<file path="config.mk">
export PLATFORM = sky130hd
export DESIGN_NAME = brew_cycle_sequencer_unit
export DESIGN_NICKNAME = d
export VERILOG_FILES = /design/src/design/bcs_pkg.sv /design/src/design/bcs_core.sv /design/src/design/brew_cycle_sequencer_unit.sv
export SDC_FILE = /design/constraint.sdc
export NUM_CORES = 1
export LEC_CHECK = 0
export ABC_CLOCK_PERIOD_IN_PS = 5100
export BUFFER_PORTS_ARGS = -buffer_cell sky130_fd_sc_hd__buf_2
export CORE_ASPECT_RATIO = 0.7
export CORE_MARGIN = 3
export CORE_UTILIZATION = 30
export CTS_CLUSTER_DIAMETER = 150
export CTS_CLUSTER_SIZE = 30
export DETAILED_ROUTE_END_ITERATION = 10
export HOLD_SLACK_MARGIN = 0.15
export PLACE_DENSITY = 0.52
export RECOVER_POWER = 50
export REMOVE_ABC_BUFFERS = 1
export SLEW_MARGIN = 10
export SYNTH_ARGS = -nofsm -noshare
export SYNTH_HDL_FRONTEND = slang
export SYNTH_HIERARCHICAL = 1
export SYNTH_SLANG_ARGS = --single-unit
</file>
<file path="constraint.sdc">
create_clock -name clock -period 5.1 [get_ports clock]
set_input_delay 0.255 -clock clock [delete_from_list [all_inputs] [get_ports clock]]
set_output_delay 0.255 -clock clock [all_outputs]
set_load 0.01 [all_outputs]
</file>
<file path="src/design/bcs_pkg.sv">
// Shared types and constants for the brew cycle sequencer.
`timescale 1ns / 1ps

package bcs_pkg;

   localparam int CSR_DATA_W  = 10;
   localparam int CSR_INDEX_W = 3;
   localparam int SECS_W      = 10;

   localparam logic [SECS_W-1:0] SECS_MAX = '1;

   // register indexes on the csr port
   localparam logic [CSR_INDEX_W-1:0] CSR_PRE_INFUSE = 3'd0;
   localparam logic [CSR_INDEX_W-1:0] CSR_INFUSE     = 3'd1;
   localparam logic [CSR_INDEX_W-1:0] CSR_EXTRACT    = 3'd2;
   localparam logic [CSR_INDEX_W-1:0] CSR_FINISHED   = 3'd3;
   localparam logic [CSR_INDEX_W-1:0] CSR_BREW_TEMP  = 3'd4;

   // register reset values
   localparam logic [7:0]        PRE_INFUSE_RST = 8'd3;
   localparam logic [7:0]        INFUSE_RST     = 8'd3;
   localparam logic [7:0]        EXTRACT_RST    = 8'd25;
   localparam logic [SECS_W-1:0] FINISHED_RST   = 10'd300;
   localparam logic [7:0]        BREW_TEMP_RST  = 8'd98;

   typedef enum logic [2:0] {
      ST_EMPTY    = 3'd0,
      ST_IDLE     = 3'd1,
      ST_WARN     = 3'd2,
      ST_PRE      = 3'd3,
      ST_INFUSE   = 3'd4,
      ST_EXTRACT  = 3'd5,
      ST_FINISHED = 3'd6,
      ST_ERROR    = 3'd7
   } state_type;

   typedef enum logic [2:0] {
      LED_CYAN   = 3'd0,
      LED_GREEN  = 3'd1,
      LED_RED    = 3'd2,
      LED_BLUE   = 3'd3,
      LED_YELLOW = 3'd4,
      LED_PURPLE = 3'd5
   } led_type;

   typedef struct packed {
      logic [7:0]        pre_infuse_seconds;
      logic [7:0]        infuse_seconds;
      logic [7:0]        extract_seconds;
      logic [SECS_W-1:0] finished_seconds;
      logic [7:0]        brew_temperature;
   } cfg_type;

   typedef struct packed {
      logic switch_down;
      logic tank_empty;
      logic tank_low;
      logic button_event;
      logic reset_event;
      logic second_tick;
   } req_type;

   typedef struct packed {
      logic [2:0] current_state;
      logic [2:0] led_color;
      logic       pump_on;
      logic       boiler_on;
      logic       boiler_brewing;
      logic [7:0] boiler_setpoint;
      logic       brew_timer_running;
      logic       shot_pulse;
      logic       error_code;
   } rsp_type;

   typedef struct packed {
      led_type    led;
      logic       pump;
      logic       boiler;
      logic       brewing;
      logic [7:0] setpoint;
      logic       timer;
   } drive_type;

endpackage

</file>
<file path="src/design/bcs_core.sv">
// Brew state machine: state, second counter, error flag and drive registers.
`timescale 1ns / 1ps

module bcs_core import bcs_pkg::*; (
   input  logic    clock,
   input  logic    reset,
   input  logic    step,
   input  req_type req,
   input  cfg_type cfg,
   output rsp_type rsp
);

   state_type         state_ff, state_in;
   logic              entry_ff, entry_in;
   logic [SECS_W-1:0] secs_ff, secs_in;
   logic              err_ff, err_in;
   drive_type         drv_ff, drv_in;

   state_type target;
   logic      target_set;
   logic      shot;

   always_comb begin
      drv_in     = drv_ff;
      err_in     = err_ff;
      target     = state_ff;
      target_set = 1'b0;
      shot       = 1'b0;

      if (entry_ff) begin
         secs_in = '0;
      end else if (req.second_tick && secs_ff != SECS_MAX) begin
         secs_in = secs_ff + 1'b1;
      end else begin
         secs_in = secs_ff;
      end

      case (state_ff)
         ST_EMPTY: begin
            drv_in.led = LED_CYAN;
            if (entry_ff) begin
               drv_in.boiler = 1'b0;
               drv_in.pump   = 1'b0;
            end
            if (!req.tank_empty && req.switch_down) begin
               target = ST_IDLE; target_set = 1'b1;
            end
         end
         ST_IDLE: begin
            if (entry_ff) begin
               drv_in.timer    = 1'b0;
               drv_in.led      = LED_GREEN;
               drv_in.pump     = 1'b0;
               drv_in.brewing  = 1'b0;
               drv_in.boiler   = 1'b1;
               drv_in.setpoint = cfg.brew_temperature;
            end
            if (!req.switch_down) begin
               target = req.tank_low ? ST_WARN : ST_PRE; target_set = 1'b1;
            end
         end
         ST_WARN: begin
            if (entry_ff) begin
               drv_in.led = LED_RED;
            end
            if (req.button_event) begin
               target = ST_PRE; target_set = 1'b1;
            end
         end
         ST_PRE: begin
            if (entry_ff) begin
               drv_in.timer   = 1'b1;
               drv_in.led     = LED_BLUE;
               drv_in.pump    = 1'b1;
               drv_in.brewing = 1'b1;
            end
            if (secs_in >= {2'b00, cfg.pre_infuse_seconds}) begin
               target = ST_INFUSE; target_set = 1'b1;
            end
         end
         ST_INFUSE: begin
            if (entry_ff) begin
               drv_in.brewing = 1'b0;
               drv_in.led     = LED_YELLOW;
               drv_in.pump    = 1'b0;
            end
            if (secs_in >= {2'b00, cfg.infuse_seconds}) begin
               target = ST_EXTRACT; target_set = 1'b1;
            end
         end
         ST_EXTRACT: begin
            if (entry_ff) begin
               drv_in.led     = LED_PURPLE;
               drv_in.pump    = 1'b1;
               drv_in.brewing = 1'b1;
               shot           = 1'b1;
            end
            if (secs_in >= {2'b00, cfg.extract_seconds}) begin
               target = ST_FINISHED; target_set = 1'b1;
            end
         end
         ST_FINISHED: begin
            if (entry_ff) begin
               drv_in.led     = LED_CYAN;
               drv_in.pump    = 1'b0;
               drv_in.brewing = 1'b0;
               drv_in.timer   = 1'b0;
            end
            // timer starts and error latches even if a later move overrides
            if (req.button_event) begin
               drv_in.timer = 1'b1;
               target = ST_EXTRACT; target_set = 1'b1;
            end
            if (secs_in >= cfg.finished_seconds) begin
               err_in = 1'b1;
               target = ST_ERROR; target_set = 1'b1;
            end
         end
         default: begin
            if (entry_ff) begin
               drv_in.led    = LED_RED;
               drv_in.pump   = 1'b0;
               drv_in.timer  = 1'b0;
               drv_in.boiler = 1'b0;
            end
         end
      endcase

      // switch and tank moves shared by every state except empty
      if (state_ff != ST_EMPTY) begin
         if (req.switch_down) begin
            target = ST_IDLE; target_set = 1'b1;
         end
         if (req.tank_empty) begin
            target = ST_EMPTY; target_set = 1'b1;
         end
      end

      if (state_ff == ST_ERROR && req.reset_event) begin
         err_in = 1'b0;
         target = ST_IDLE; target_set = 1'b1;
      end

      if (target_set && target != state_ff) begin
         state_in = target;
         entry_in = 1'b1;
      end else begin
         state_in = state_ff;
         entry_in = 1'b0;
      end

      rsp.current_state      = state_in;
      rsp.led_color          = drv_in.led;
      rsp.pump_on            = drv_in.pump;
      rsp.boiler_on          = drv_in.boiler;
      rsp.boiler_brewing     = drv_in.brewing;
      rsp.boiler_setpoint    = drv_in.setpoint;
      rsp.brew_timer_running = drv_in.timer;
      rsp.shot_pulse         = shot;
      rsp.error_code         = err_in;
   end

   always_ff @(posedge clock) begin
      if (reset) begin
         state_ff <= ST_IDLE;
         entry_ff <= 1'b1;
         secs_ff  <= '0;
         err_ff   <= 1'b0;
         drv_ff   <= '{led: LED_CYAN, pump: 1'b0, boiler: 1'b0, brewing: 1'b0,
                       setpoint: 8'd0, timer: 1'b0};
      end else if (step) begin
         state_ff <= state_in;
         entry_ff <= entry_in;
         secs_ff  <= secs_in;
         err_ff   <= err_in;
         drv_ff   <= drv_in;
      end
   end

   // a shot is counted only on the entry poll of extract
   a_shot_on_entry: assert property (@(posedge clock) disable iff (reset)
      step && shot |-> state_ff == ST_EXTRACT && entry_ff)
      else $error("shot pulse outside extract entry");

   // state holds between polls
   a_state_holds: assert property (@(posedge clock) disable iff (reset)
      !step |=> $stable(state_ff) && $stable(entry_ff))
      else $error("state moved without a poll");

   // a change of state always arms the entry actions
   a_entry_armed: assert property (@(posedge clock) disable iff (reset)
      step && state_in != state_ff |=> entry_ff)
      else $error("state changed without entry pending");

   // the counter restarts on every entry poll
   a_secs_cleared: assert property (@(posedge clock) disable iff (reset)
      step && entry_ff |=> secs_ff == '0)
      else $error("second counter not cleared on entry");

endmodule

</file>
<file path="src/design/brew_cycle_sequencer_unit.sv">
// Top level of the brew cycle sequencer: channels, csr registers, item stages.
//
// Usage:
//   Each req_ item is one poll of the brew controller (switch, tank flags,
//   button, reset message, one-second tick). Each poll yields exactly one
//   rsp_ item: the state after the poll, LED, pump and boiler drive, the
//   setpoint, the brew timer flag, a shot pulse and the error code.
//   Both channels use valid/ready; an item moves when both are high.
//   An accepted req_ item sits in the input register until the result
//   register is free or being taken; the state machine logic then loads it.
//   Throughput is one poll per cycle while rsp_ready is high; the state
//   machine advances once per item as it moves from the input register
//   into the result register.
//   When the receiver stalls, the result register holds, the input register
//   fills, and req_ready drops until the result is taken.
//   The csr_ port writes the five timing/setpoint registers by index with
//   no wait; writes to indexes past the last register are dropped. Write
//   only while no item is in flight.
//   Reset (synchronous) empties both stages, loads register defaults and
//   puts the machine in idle with its entry actions pending.
`timescale 1ns / 1ps

module brew_cycle_sequencer_unit import bcs_pkg::*; (
   input  logic                   clock,
   input  logic                   reset,
   input  logic                   req_valid,
   output logic                   req_ready,
   input  req_type                req_data,
   output logic                   rsp_valid,
   input  logic                   rsp_ready,
   output rsp_type                rsp_data,
   input  logic                   csr_we,
   input  logic [CSR_INDEX_W-1:0] csr_index,
   input  logic [CSR_DATA_W-1:0]  csr_wdata
);

   logic    in_vld_ff;
   req_type in_ff;
   logic    out_vld_ff;
   rsp_type out_ff;
   cfg_type cfg_ff;
   rsp_type rsp_next;
   logic    advance;

   assign advance   = in_vld_ff && (!out_vld_ff || rsp_ready);
   assign req_ready = !in_vld_ff || advance;
   assign rsp_valid = out_vld_ff;
   assign rsp_data  = out_ff;

   always_ff @(posedge clock) begin
      if (reset) begin
         in_vld_ff  <= 1'b0;
         out_vld_ff <= 1'b0;
      end else begin
         if (req_ready) begin
            in_vld_ff <= req_valid;
         end
         if (advance) begin
            out_vld_ff <= 1'b1;
         end else if (rsp_ready) begin
            out_vld_ff <= 1'b0;
         end
      end
   end

   always_ff @(posedge clock) begin
      if (req_ready && req_valid) begin
         in_ff <= req_data;
      end
      if (advance) begin
         out_ff <= rsp_next;
      end
   end

   always_ff @(posedge clock) begin
      if (reset) begin
         cfg_ff <= '{pre_infuse_seconds: PRE_INFUSE_RST, infuse_seconds: INFUSE_RST,
                     extract_seconds: EXTRACT_RST, finished_seconds: FINISHED_RST,
                     brew_temperature: BREW_TEMP_RST};
      end else if (csr_we) begin
         case (csr_index)
            CSR_PRE_INFUSE: cfg_ff.pre_infuse_seconds <= csr_wdata[7:0];
            CSR_INFUSE:     cfg_ff.infuse_seconds     <= csr_wdata[7:0];
            CSR_EXTRACT:    cfg_ff.extract_seconds    <= csr_wdata[7:0];
            CSR_FINISHED:   cfg_ff.finished_seconds   <= csr_wdata[SECS_W-1:0];
            CSR_BREW_TEMP:  cfg_ff.brew_temperature   <= csr_wdata[7:0];
            default: ;
         endcase
      end
   end

   bcs_core u_core (
      .clock (clock),
      .reset (reset),
      .step  (advance),
      .req   (in_ff),
      .cfg   (cfg_ff),
      .rsp   (rsp_next)
   );

endmodule
</file>
* Word level (Yosys, flattened, before mapping) *
Index checks and enable logic that the tools add are counted.

operators by class
  $add $sub $neg = 1
  order comparisons = 4
  reductions and logical operators = 24
  muxes and demuxes = 55
  eq/ne operators = 13

operators by type and width
  kind                                                  count
  2-to-1 mux 3 bit                                      14
  one-hot mux 3 bit (7 select lines)                    2
  greater-or-equal comparator 10 x 8 -> 1 bit           3
  2-to-1 mux 1 bit                                      24
  2-to-1 mux 10 bit                                     2
  2-to-1 mux 4 bit                                      4
  equality test 3 bit (second input constant)           5
  2-to-1 mux 15 bit                                     1
  one-hot mux 1 bit (7 select lines)                    2
  equality test 3 x 2 -> 1 bit (second input constant)  4
  adder 10 x 1 -> 10 bit (second input constant)        1
  greater-or-equal comparator 10 bit                    1
  != test 10 bit (second input constant)                1
  AND reduction 2 bit                                   5
  2-to-1 mux 8 bit                                      1
  equality test 3 x 1 -> 1 bit (second input constant)  2
  logical AND 1 bit                                     6
  zero test 3 bit                                       2
  one-hot mux 1 bit (3 select lines)                    2
  2-to-1 mux 5 bit                                      1
  OR reduction 5 bit                                    1
  one-hot mux 1 bit (4 select lines)                    1
  OR reduction 2 bit                                    2
  OR reduction 4 bit                                    1
  other kinds (6)                                       9

storage, ports and cells
  bits in registers = 100
  word-level logic and storage cells = 129
  input bits = 24
  output and inout bits = 22

* Depth between registers and ports, before layout *
Gate-level depths: netlist of the first run.

  depth after elaboration = 14
  gate-level depth with buffers = 16
  gate-level depth less buffers = 16

* Cells and area by module *
The synthesis of the first run kept the hierarchy.

modules (own cells, without submodules)
  module                     area an instance (um^2)  cells an instance  times used
  bcs_core                   2,807.7                  378                1
  brew_cycle_sequencer_unit  2,563.7                  197                1

* Worst setup path before layout of the first run *
No wires, ideal clock.

  path type = register -> register
  start = register u_core.secs_ff[0]
  end = register u_core.state_ff[2]
  path buffers = 0
  arrival = 4,001 ps
  cell stages (with the launch flop) = 17
  required time = 5,004 ps
  period minus slack after synthesis = 4,097 ps
  library setup time = 96 ps
  slack = 1,003 ps
  path through = dfxtp_1 -> ha_1 -> inv_1 -> o31ai_1 -> nor2_1 -> nand3_1 -> xor2_1 -> nor2_1 -> ha_1 -> a2111oi_0 -> o21ai_0 -> o2111ai_1 -> nor2_1 -> o41a_1 -> mux2_4 -> a2111o_1 -> o311ai_1

on the way
  longest elaborated chain between the ends = 14
  elaborated cells between the ends (all ways) = 30
  those cells by class = add/sub (1); order compare (4); eq/ne (2); mux (21); reduce/logical (2)

RTL lines
  what                                                            line             text
  start: declaration                                              bcs_core.sv:15   logic [SECS_W-1:0] secs_ff, secs_in;
  start signal: assignment                                        bcs_core.sv:174  secs_ff <= secs_in;
  branches (longest 2 deep; another with adder 10 x 1 -> 10 bit)  -
  2-to-1 mux 10 bit *                                             bcs_core.sv:32   end else if (req.second_tick && secs_ff != SECS_MAX) begin
  2-to-1 mux 10 bit *                                             bcs_core.sv:30   if (entry_ff) begin
  net u_core.secs_in[7]                                           bcs_core.sv:15
  greater-or-equal comparator 10 bit (tied with other cells)      bcs_core.sv:114  if (secs_in >= cfg.finished_seconds) begin
  2-to-1 mux 3 bit (on tied branches)                             -
  one-hot mux 3 bit (7 select lines)                              bcs_core.sv:38   case (state_ff)
  2-to-1 mux 3 bit                                                bcs_core.sv:131  if (req.switch_down) begin
  2-to-1 mux 3 bit                                                bcs_core.sv:134  if (req.tank_empty) begin
  2-to-1 mux 3 bit                                                bcs_core.sv:130  if (state_ff != ST_EMPTY) begin
  2-to-1 mux 3 bit                                                bcs_core.sv:139  if (state_ff == ST_ERROR && req.reset_event) begin
  != test 3 bit                                                   bcs_core.sv:144  if (target_set && target != state_ff) begin
  logical AND 1 bit                                               bcs_core.sv:144
  2-to-1 mux 3 bit *                                              bcs_core.sv:144
  end signal: assignment                                          bcs_core.sv:172  state_ff <= state_in;
  end: declaration                                                bcs_core.sv:13   state_type state_ff, state_in;

Mark *: on every way through the listed nets, which the timed path passes.
A chain may end at the register's enable or synchronous reset.

* Worst setup path after layout of the first run *
Same ends and word-level chain as after synthesis.

==> flow_summary.json, run 1 <==
{
  "yosysSeqAreaShare_pct": 42.12,
  "grt_setup_unrepaired": "false",
  "synth_top_area_share_pct": 27.58,
  "numCtsBuffers": 9,
  "required_ns": 5.30,
  "cp_max_fo": 5,
  "fin_worst_skew_ns": 0.007051,
  "synth_cell_types": 61,
  "critPathKind": "flop to flop",
  "route.detailed.drc": 0,
  "fmax_ghz": 0.2180,
  "area_delta_synth_final_pct": 13.86,
  "wl_um": 12700,
  "fin_tns_setup_ns": 0,
  "viasPerCell": 4.853,
  "async_reset_ff_share_pct": 0,
  "core.rowCount": 40,
  "utilization_pct": 35.22,
  "muxShareOfSynthArea_pct": 13.14,
  "core_sq_um": 17370,
  "synthFlopType": "dfxtp_1",
  "synth_top_family_by_area": "simple AND/OR/NAND/NOR gates",
  "fin_cells": 846,
  "end_kind": "flop",
  "drtPass1Iterations": 5,
  "routabilityCongestion": 0.9305,
  "syn_avg_cell_area_sq_um": 9.342,
  "violations": "max-capacitance violations, max-slew violations",
  "path_clk_slew_ns": 0.07,
  "antennaDiodeCount": 0,
  "dpl.cell_count": 823,
  "initial_core_util_pct": 30.93,
  "post-route-period-util_pct": 89.96,
  "synth_edf_count": 26,
  "wire_per_inst_um": 15.01,
  "port_buffers": 45,
  "hp-class": "input pin to flop",
  "synth_adder_area_share_pct": 8.153,
  "vias": 4106,
  "maxSlewViolCount": 93,
  "synth-xor-area-share_pct": 1.304,
  "yosys.cell_count.top_type": "nor2_1",
  "hold_violations": 0,
  "grt_usage_pct": 13.03,
  "clk_path_buf_depth": 2,
  "period_minus_slack_ns": 4.588,
  "ir_drop_mv": 0.1650,
  "yosysTopAreaCell": "dfxtp_1",
  "cts_tree": "yes",
  "grt_overflow_total": 0,
  "setup_viol": 0,
  "crit_path_start_kind": "flop",
  "grt_pass1_vias": 3971,
  "status": "finished with violations",
  "final.fill_count": 1770,
  "fp.dieArea_sq_um": 19570,
  "drv_cap": 1,
  "synth_seq_cells": 100,
  "power_density_nw_per_um2": 277.4,
  "grt_max_degree": 93,
  "h-tree-depth": 3,
  "clk_latency_ns": 0.35,
  "ioPinCount": 46,
  "syn_area_sq_um": 5371,
  "cts_root_buf": "clkbuf_16",
  "layout-drive-gt1-share_pct": 9.431,
  "ant_nets": 0,
  "slew_headroom_pct": -136.8,
  "grt_pass1_wl_um": 20840,
  "synth_compound_area_share_pct": 9.713,
  "worstMarginPinSlew_ns": 3.552,
  "post-place-ws_ns": 0.4507,
  "leakagePower_uw": 0.002497,
  "drt_iter0_markers": 311,
  "synthTopCellsByCount": "89 x nor2_1, 74 x dfxtp_1, 60 x mux2i_1, 43 x inv_1, 41 x nand2b_1",
  "worstPathArrival_ns": 4.79,
  "total_power_uw": 1697,
  "clkSinkCount": 100,
  "synth_area_leaders": "dfxtp_1 28%, edfxtp_1 15%, mux2i_1 11%, ha_1 8.2%, nor2_1 6.2%",
  "die_width_um": 165.9,
  "antenna_found_initial": 0,
  "synth_cells": 575,
  "fin_ws_ns": 0.5122,
  "yosys_warnings": 6,
  "die_h_um": 118.0,
  "final_nets": 669,
  "dp_hpwl_um": 9243,
  "yosys.area_share.simple_pct": 19.92
}
[timing repair]
| item | CTS | global route |
|---|---|---|
| setup endpoints to repair | 0 | 1 |
| endpoints found under the hold margin | 7 | 0 |
| hold buffers | 7 | 0 |
| setup buffers | 0 | 0 |
| gates resized for setup | 0 | 1 |
[worst max-delay path: stages, from the launching register on]
cell and delay [ns]:
dfxtp_1 0.42, ha_1 0.26, inv_1 0.12, o31ai_2 0.48, nor2_1 0.14, nand3_1 0.13
xor2_1 0.07, nor2_1 0.31, ha_1 0.32, a2111oi_0 0.46, o21ai_0 0.19, o2111ai_1 0.16
nor2_1 0.11, o41a_1 0.49, mux2_4 0.34, a2111o_1 0.37, o311ai_1 0.09
[state kept, by name, indices dropped and copies added, names as in the netlist]
register and cells:
u_core/secs_ff 10, in_ff 6, u_core/entry_ff 1, u_core/drv_ff 15
cfg_ff 42, u_core/err_ff 1, in_vld_ff 1, rsp_data 20
u_core/state_ff 3, rsp_valid 1
[cell type report]
type | count | area (sq um) | share of cell area (%)
Multi-Input combinational cell | 400 | 2825 | 46.19
Clock buffer | 10 | 229.0 | 3.744
Tap cell | 231 | 289.0 | 4.726
Clock inverter | 6 | 57.56 | 0.9411
Inverter | 43 | 161.4 | 2.639
Timing Repair Buffer | 56 | 291.5 | 4.767
Sequential cell | 100 | 2262 | 36.99
[worst paths after layout]
kind	cells after the start	start	slack [ns]	to
max	16	u_core/secs_ff[0]	0.51	u_core/state_ff[2]
min	3	csr_wdata[8]	0.19	cfg_ff[16]
max reg2reg	16	u_core/secs_ff[0]	0.51	u_core/state_ff[2]
min reg2reg	2	cfg_ff[37]	0.48	cfg_ff[37]
[stage by stage]
stage	cell area (sq um)	hold slack [ns]
6_report	6116	0.1888
5_1_grt	6116	0.1855
4_1_cts	6146	0.1839
3_5_place_dp	5789	0.4331
3_3_place_gp	5789	0.4337
2_1_floorplan	5229	0.3241
[placed cells by master, fill, tap and decap left out, types with 3 or more instances in the layout]
master         Yosys  routed
xnor2_1            4       4
a31oi_1            4       4
dfxtp_1           74      74
mux2_2             8       8
buf_2              9      21
clkbuf_1          17      26
nand3_1            8       8
nor3_1            19      19
nand2b_1          41      41
ha_1              35      35
inv_1             43      43
o21ai_0           21      21
buf_4              3       3
and3_1             3       3
nor2_1            89      89
xor2_1             4       4
clkbuf_16          0       9
nand4_1            8       8
mux2i_1           60      60
dlygate4sd3_1      0       7
edfxtp_1          26      26
o21a_1             4       4
inv_8              0       3
o211a_1            3       3
a21oi_1           16      16
nand2_1           21      21
nor2b_1            4       4
[power by group]
group / switching [uW] / internal, uW
clock network: 320 / 343
registers: 20.1 / 845
logic: 96.4 / 72.8
total: 437 / 1260
[cell families after synthesis]
| group | count (synthesis) |
|---|---|
| compound gates | 76 |
| xor+xnor | 8 |
| fa+ha+maj | 35 |
| buf+inv | 75 |
| flops | 100 |
| mux | 69 |
| simple gates | 212 |
[metal layers]
layer / share of wire [%] / GRT usage [%] / wire length (um) / up-vias
li1: - / - / - / 2073
met1: 53 / 19.58 / 6718 / 1919
met2: 41 / 18.88 / 5251 / 104
met3: 4.8 / 2.652 / 608 / 10
met4: 0.95 / 3.481 / 121 / 0
met5: 0 / 0 / 0 / -
Power figures use the tool's default switching activity.
==> run 2, diff against run 1 <==
--- a/config.mk
+++ b/config.mk
@@ -14,7 +14,6 @@
 export CTS_CLUSTER_SIZE = 30
 export DETAILED_ROUTE_END_ITERATION = 10
 export HOLD_SLACK_MARGIN = 0.15
-export PLACE_DENSITY = 0.52
 export RECOVER_POWER = 50
 export REMOVE_ABC_BUFFERS = 1
 export SLEW_MARGIN = 10
==> constraint.sdc (replaced) <==
create_clock -name clock -period 5.1 [get_ports clock]
set_input_delay 0.255 -clock clock [delete_from_list [all_inputs] [get_ports clock]]
set_output_delay 0.255 -clock clock [all_outputs]
set_load 0.005 [all_outputs]
==> run 2 against run 1 <==
The run still ends with max-capacitance violations, max-slew violations left. Via count is 0.56% higher. Largest power group unchanged. Register-to-register slack worse by 0.12 ns. Critical endpoint unchanged. Power is 2.4% higher. Fmax is 2.5% lower. Design area is 0.78% higher. Count of clock-buffer cells in the layout is 1 lower. Clock skew is 0.0051 ns higher.
==> flow_summary.json, run 2 (same netlist as run 1, synthesis figures left out) <==
{
  "crit_path_start_kind": "flop",
  "post-place-ws_ns": 0.4221,
  "setup_viol": 0,
  "grt_pass1_wl_um": 20370,
  "antennaDiodeCount": 0,
  "fp.dieArea_sq_um": 19570,
  "fin_tns_setup_ns": 0,
  "worstPathArrival_ns": 4.95,
  "route.detailed.drc": 0,
  "largest_register_ffs": 42,
  "layout-drive-gt1-share_pct": 11.97,
  "leakagePower_uw": 0.002555,
  "final_nets": 672,
  "wire_per_inst_um": 14.52,
  "ioPinCount": 46,
  "cts_tree": "yes",
  "wl_um": 12330,
  "grt_usage_pct": 12.62,
  "path_cells": "ha_1 -> inv_1 -> o31ai_1 -> nor2_1 -> nand3_1 -> xor2_1 -> nor2_1 -> ha_1 -> a2111oi_0 -> o21ai_0 -> o2111ai_1 -> nor2_1 -> o41a_1 -> mux2_4 -> a2111o_1 -> o311ai_1",
  "hp-class": "input pin to flop",
  "violations": "max-capacitance violations, max-slew violations",
  "grt_max_degree": 55,
  "initial_core_util_pct": 30.93,
  "worstMarginPinSlew_ns": 1.849,
  "clkSinkCount": 100,
  "drtPass1Iterations": 5,
  "clk_latency_ns": 0.35,
  "numCtsBuffers": 9,
  "regMostFlops": "cfg_ff",
  "critPathKind": "flop to flop",
  "ant_nets": 0,
  "final.fill_count": 1787,
  "cts_resized": 0,
  "post-route-period-util_pct": 92.27,
  "vias": 4129,
  "viasPerCell": 4.863,
  "clk_path_buf_depth": 2,
  "grt_overflow_total": 0,
  "fin_worst_skew_ns": 0.01214,
  "ir_drop_mv": 0.1736,
  "fin_ws_ns": 0.3941,
  "grt_setup_unrepaired": "false",
  "core.rowCount": 40,
  "antenna_found_initial": 0,
  "end_kind": "flop",
  "grt_pass1_vias": 3880,
  "maxSlewViolCount": 55,
  "cts_root_buf": "clkbuf_16",
  "drt_iter0_markers": 354,
  "dp_hpwl_um": 9177,
  "core_sq_um": 17370,
  "utilization_pct": 35.49,
  "power_density_nw_per_um2": 281.8,
  "worst_path_max_delay_cell": "o31ai_1",
  "layout_common_cells": "89 x nor2_1, 74 x dfxtp_1, 60 x mux2i_1",
  "period_minus_slack_ns": 4.706,
  "required_ns": 5.35,
  "cp_slowest_stage_delay_ns": 0.64,
  "final_common_cell": "nor2_1",
  "cp_max_fo": 5,
  "slew_headroom_pct": -23.24,
  "fmax_ghz": 0.2125,
  "path_clk_slew_ns": 0.08,
  "port_buffers": 45,
  "die_h_um": 118.0,
  "path_common_cell": "nor2_1",
  "hold_violations": 0,
  "status": "finished with violations",
  "area_delta_synth_final_pct": 14.74,
  "drv_cap": 1,
  "die_width_um": 165.9,
  "routabilityCongestion": 0.8662,
  "h-tree-depth": 3
}
## run 2: cell count changes in the layout (fill, tap and decap cells not counted), moves of 2 or more
cell	previous run	this run
buf_2	21	35
clkbuf_1	26	12
inv_6	0	3
buf_4	3	5
clkinv_8	0	2
clkinvlp_4	2	0
inv_8	3	1
## run 2: metal layers
metal  routed length (um)  vias to the layer above  part of all wire, %  GRT usage, %
li1                     -                     2082                    -             -
met1                 6824                     1938                   55         20.30
met2                 4892                      107                   40         17.25
met3                  578                        2                  4.7         2.518
met4                   33                        0                 0.27         2.182
met5                    0                        -                    0             0
## run 2: worst paths after layout
check	startpoint	end	slack, ns	depth (start not counted)
worst max-delay path	u_core/secs_ff[0]	u_core/state_ff[2]	0.39	16
worst min-delay path	csr_wdata[3]	cfg_ff[11]	0.19	3
worst max register to register	u_core/secs_ff[0]	u_core/state_ff[2]	0.39	16
worst min register to register	cfg_ff[28]	cfg_ff[28]	0.47	2
## run 2: power breakdown
part | switching [uW] | total [uW] | internal (uW)
clock | 352 | 707 | 355
sequential | 18.9 | 863 | 844
combinational | 92.9 | 166 | 73.1
## run 2: critical path: cells and delay by family (launching register included)
kind                       cells  cell delay (ns)
AOI/OAI and AO/OA              7             2.39
xor gates and xnor gates       1             0.07
adders and majority gates      2             0.58
buffers and inverters          1             0.11
DFF                            1             0.41
muxes                          1             0.33
and+or+nand+nor                4             0.73
## run 2: layout make-up
class	count	area [sq um]	area share [%]
inverter	43	161.4	2.619
multi-input combinational	400	2811	45.62
tap	231	289.0	4.689
clock buffer	9	225.2	3.654
clock inverter	7	86.33	1.401
timing repair buffer	59	327.8	5.319
sequential	100	2262	36.70
## run 2: what timing repair did
| action | in CTS | in global routing |
|---|---|---|
| hold buffers | 7 | 0 |
| setup buffers | 0 | 0 |
| endpoints found under the hold margin | 7 | 0 |
## run 2: through the flow
step	hold WS, ns	cells	total power, uW	cell area [sq um]
2_1_floorplan	0.3241	543	979.3	5229
3_3_place_gp	0.4388	826	1043	5803
3_5_place_dp	0.4331	826	1045	5803
4_1_cts	0.1839	849	1755	6185
5_1_grt	0.2065	849	1808	6163
6_report	0.1901	849	1737	6163
==> run 3, diff against run 2 <==
--- a/config.mk
+++ b/config.mk
@@ -5,7 +5,7 @@
 export SDC_FILE = /design/constraint.sdc
 export NUM_CORES = 1
 export LEC_CHECK = 0
-export ABC_CLOCK_PERIOD_IN_PS = 5100
+export ABC_CLOCK_PERIOD_IN_PS = 5230
 export BUFFER_PORTS_ARGS = -buffer_cell sky130_fd_sc_hd__buf_2
 export CORE_ASPECT_RATIO = 0.7
 export CORE_MARGIN = 3
==> constraint.sdc (replaced) <==
create_clock -name clock -period 5.23 [get_ports clock]
set_input_delay 0.2615 -clock clock [delete_from_list [all_inputs] [get_ports clock]]
set_output_delay 0.2615 -clock clock [all_outputs]
set_load 0.005 [all_outputs]
==> run 3 against run 2 <==
The flow still finishes with violations (max-capacitance violations, max-slew violations). Utilization hardly changed. Setup slack better by 0.14 ns. Count of clock-buffer cells in the layout unchanged. Global-route usage increased by 0.13 points. Die area stayed put. Critical endpoint unchanged. Routed wire length increased by 0.41%. Sequential share of layout area is essentially flat. Critical path type unchanged. Largest power group unchanged. First-iteration DRC count grew 12%. Register-to-register slack improved by 0.14 ns. Sequential power is 2.4% lower.
==> flow_summary.json, run 3 (same netlist as run 1, synthesis figures left out) <==
{
  "ir_drop_mv": 0.1509,
  "drt_iter0_markers": 397,
  "layout-drive-gt1-share_pct": 12.48,
  "clk_latency_ns": 0.36,
  "final_area_sq_um": 6168,
  "drtPass1Iterations": 5,
  "core_sq_um": 17370,
  "maxSlewViolCount": 69,
  "routabilityCongestion": 0.8591,
  "violations": "max-capacitance violations, max-slew violations",
  "path_cells": "ha_1 -> inv_1 -> o31ai_1 -> nor2_1 -> nand3_1 -> xor2_1 -> nor2_1 -> ha_1 -> a2111oi_0 -> o21ai_0 -> o2111ai_1 -> nor2_1 -> o41a_1 -> mux2_4 -> a2111o_1 -> o311ai_1",
  "fp.dieArea_sq_um": 19570,
  "pwr-share-comb_pct": 9.6,
  "p_seq_share_pct": 49.5,
  "holdWs_ns": 0.1807,
  "path_clk_slew_ns": 0.09,
  "grt_overflow_total": 0,
  "cp_max_fo": 5,
  "post-route-period-util_pct": 89.75,
  "area_delta_synth_final_pct": 14.84,
  "path_common_cell": "nor2_1",
  "cts_resized": 0,
  "power_density_nw_per_um2": 275.5,
  "hp-class": "input pin to flop",
  "hold_violations": 0,
  "initial_core_util_pct": 30.93,
  "route.detailed.drc": 0,
  "clkSinkCount": 100,
  "worstPathArrival_ns": 4.95,
  "worst_path_max_delay_cell": "o31ai_1",
  "fin_ws_ns": 0.5361,
  "placed_area_sq_um": 5796,
  "layout_common_cells": "89 x nor2_1, 74 x dfxtp_1, 60 x mux2i_1",
  "post-place-ws_ns": 0.6071,
  "die_h_um": 118.0,
  "power.share.switching_pct": 26.96,
  "cp_slowest_stage_delay_ns": 0.63,
  "clk_path_buf_depth": 2,
  "ioPinCount": 46,
  "antenna_found_initial": 0,
  "p_sw_uw": 458.2,
  "die_width_um": 165.9,
  "cts_tree": "yes",
  "numCtsBuffers": 9,
  "fin_tns_setup_ns": 0,
  "largest_register_ffs": 42,
  "drv_cap": 1,
  "port_buffers": 45,
  "viasPerCell": 4.706,
  "worstMarginPinSlew_ns": 2.438,
  "critPathKind": "flop to flop",
  "final_common_cell": "nor2_1",
  "grt_max_degree": 69,
  "status": "finished with violations",
  "core.rowCount": 40,
  "final.fill_count": 1756,
  "period_minus_slack_ns": 4.694,
  "crit_path_start_kind": "flop",
  "vias": 3991,
  "grt_usage_pct": 12.75,
  "whs_path_depth": 3,
  "required_ns": 5.49,
  "utilization_pct": 35.52,
  "grt_pass1_vias": 3796,
  "fmax_ghz": 0.2130,
  "final_nets": 671,
  "postCtsSetupBuffers": 0,
  "leakagePower_uw": 0.002562,
  "end_kind": "flop",
  "ant_nets": 0,
  "antennaDiodeCount": 0,
  "cts_root_buf": "clkbuf_16",
  "slew_headroom_pct": -62.52,
  "grt_setup_unrepaired": "false",
  "setup_viol": 0,
  "intPower_uw": 1241,
  "ff2ff_path_depth": 16,
  "wire_per_inst_um": 14.60,
  "fin_worst_skew_ns": 0.01128,
  "grt_pass1_wl_um": 20380,
  "wl_um": 12380,
  "h-tree-depth": 3,
  "regMostFlops": "cfg_ff",
  "power_frac_clock_pct": 40.9,
  "dp_hpwl_um": 8961
}
-- run 3: cell types whose count changed in the layout (fill, tap and decap cells not counted) --
cell      delta
inv_8        -1
clkbuf_1     -3
clkinv_8     +1
clkinv_4     +1
buf_2        +2
and2_0       -1
and2_2       +1
inv_6        -1
-- run 3: what timing repair did --
action | 4_1_cts | 5_1_grt
endpoints found under the hold margin | 7 | 0
hold buffers | 7 | 0
endpoints found under the setup margin | 0 | 0
-- run 3: power by group through the flow --
| stage | Combinational (uW) | Sequential, uW | Clock [uW] |
|---|---|---|---|
| final | 163 | 842 | 695 |
| after global routing | 182 | 846 | 746 |
| after CTS | 163 | 842 | 712 |
| after detailed placement | 159 | 860 | 0 |
| after global placement | 158 | 859 | 0 |
| after floorplan | 97.1 | 858 | 0 |
-- run 3: layout make-up --
cell class,count,area [sq um],share of cell area [%]
Clock buffer,9,225.2,3.651
Clock inverter,7,91.34,1.481
Inverter,43,161.4,2.617
Multi-Input combinational cell,400,2813,45.60
Sequential cell,100,2262,36.67
Tap cell,231,289.0,4.686
Timing Repair Buffer,58,326.6,5.294
-- run 3: per-stage QoR --
stage               power [uW]  instances
floorplan                954.9        543
global placement          1017        825
detailed placement        1018        825
CTS                       1717        848
global route              1774        848
finish                    1699        848
-- run 3: final timing paths --
path / slack [ns] / endpoint / from
setup / recovery: 0.54 / u_core/state_ff[2] / u_core/secs_ff[0]
hold / removal: 0.18 / cfg_ff[10] / csr_wdata[2]
setup reg to reg: 0.54 / u_core/state_ff[2] / u_core/secs_ff[0]
hold reg to reg: 0.47 / rsp_valid / in_vld_ff
-- run 3: layer usage --
layer / vias up / global-route usage (%) / wire [um]
met4: 0 / 2.753 / 108
met2: 71 / 17.50 / 4732
met3: 9 / 3.021 / 461
met1: 1826 / 19.92 / 7078
li1: 2085 / - / -
met5: - / 0 / 0
-- run 3: worst max-delay path, delay by kind of cell, from the launching register on --
kind	cells	cell delay, ns
AO/OA/AOI/OAI	7	2.34
AND/OR/NAND/NOR	4	0.75
adder cells (fa/ha/maj)	2	0.59
flip-flops	1	0.42
multiplexers	1	0.33
buffers and inverters	1	0.10
XOR/XNOR	1	0.07
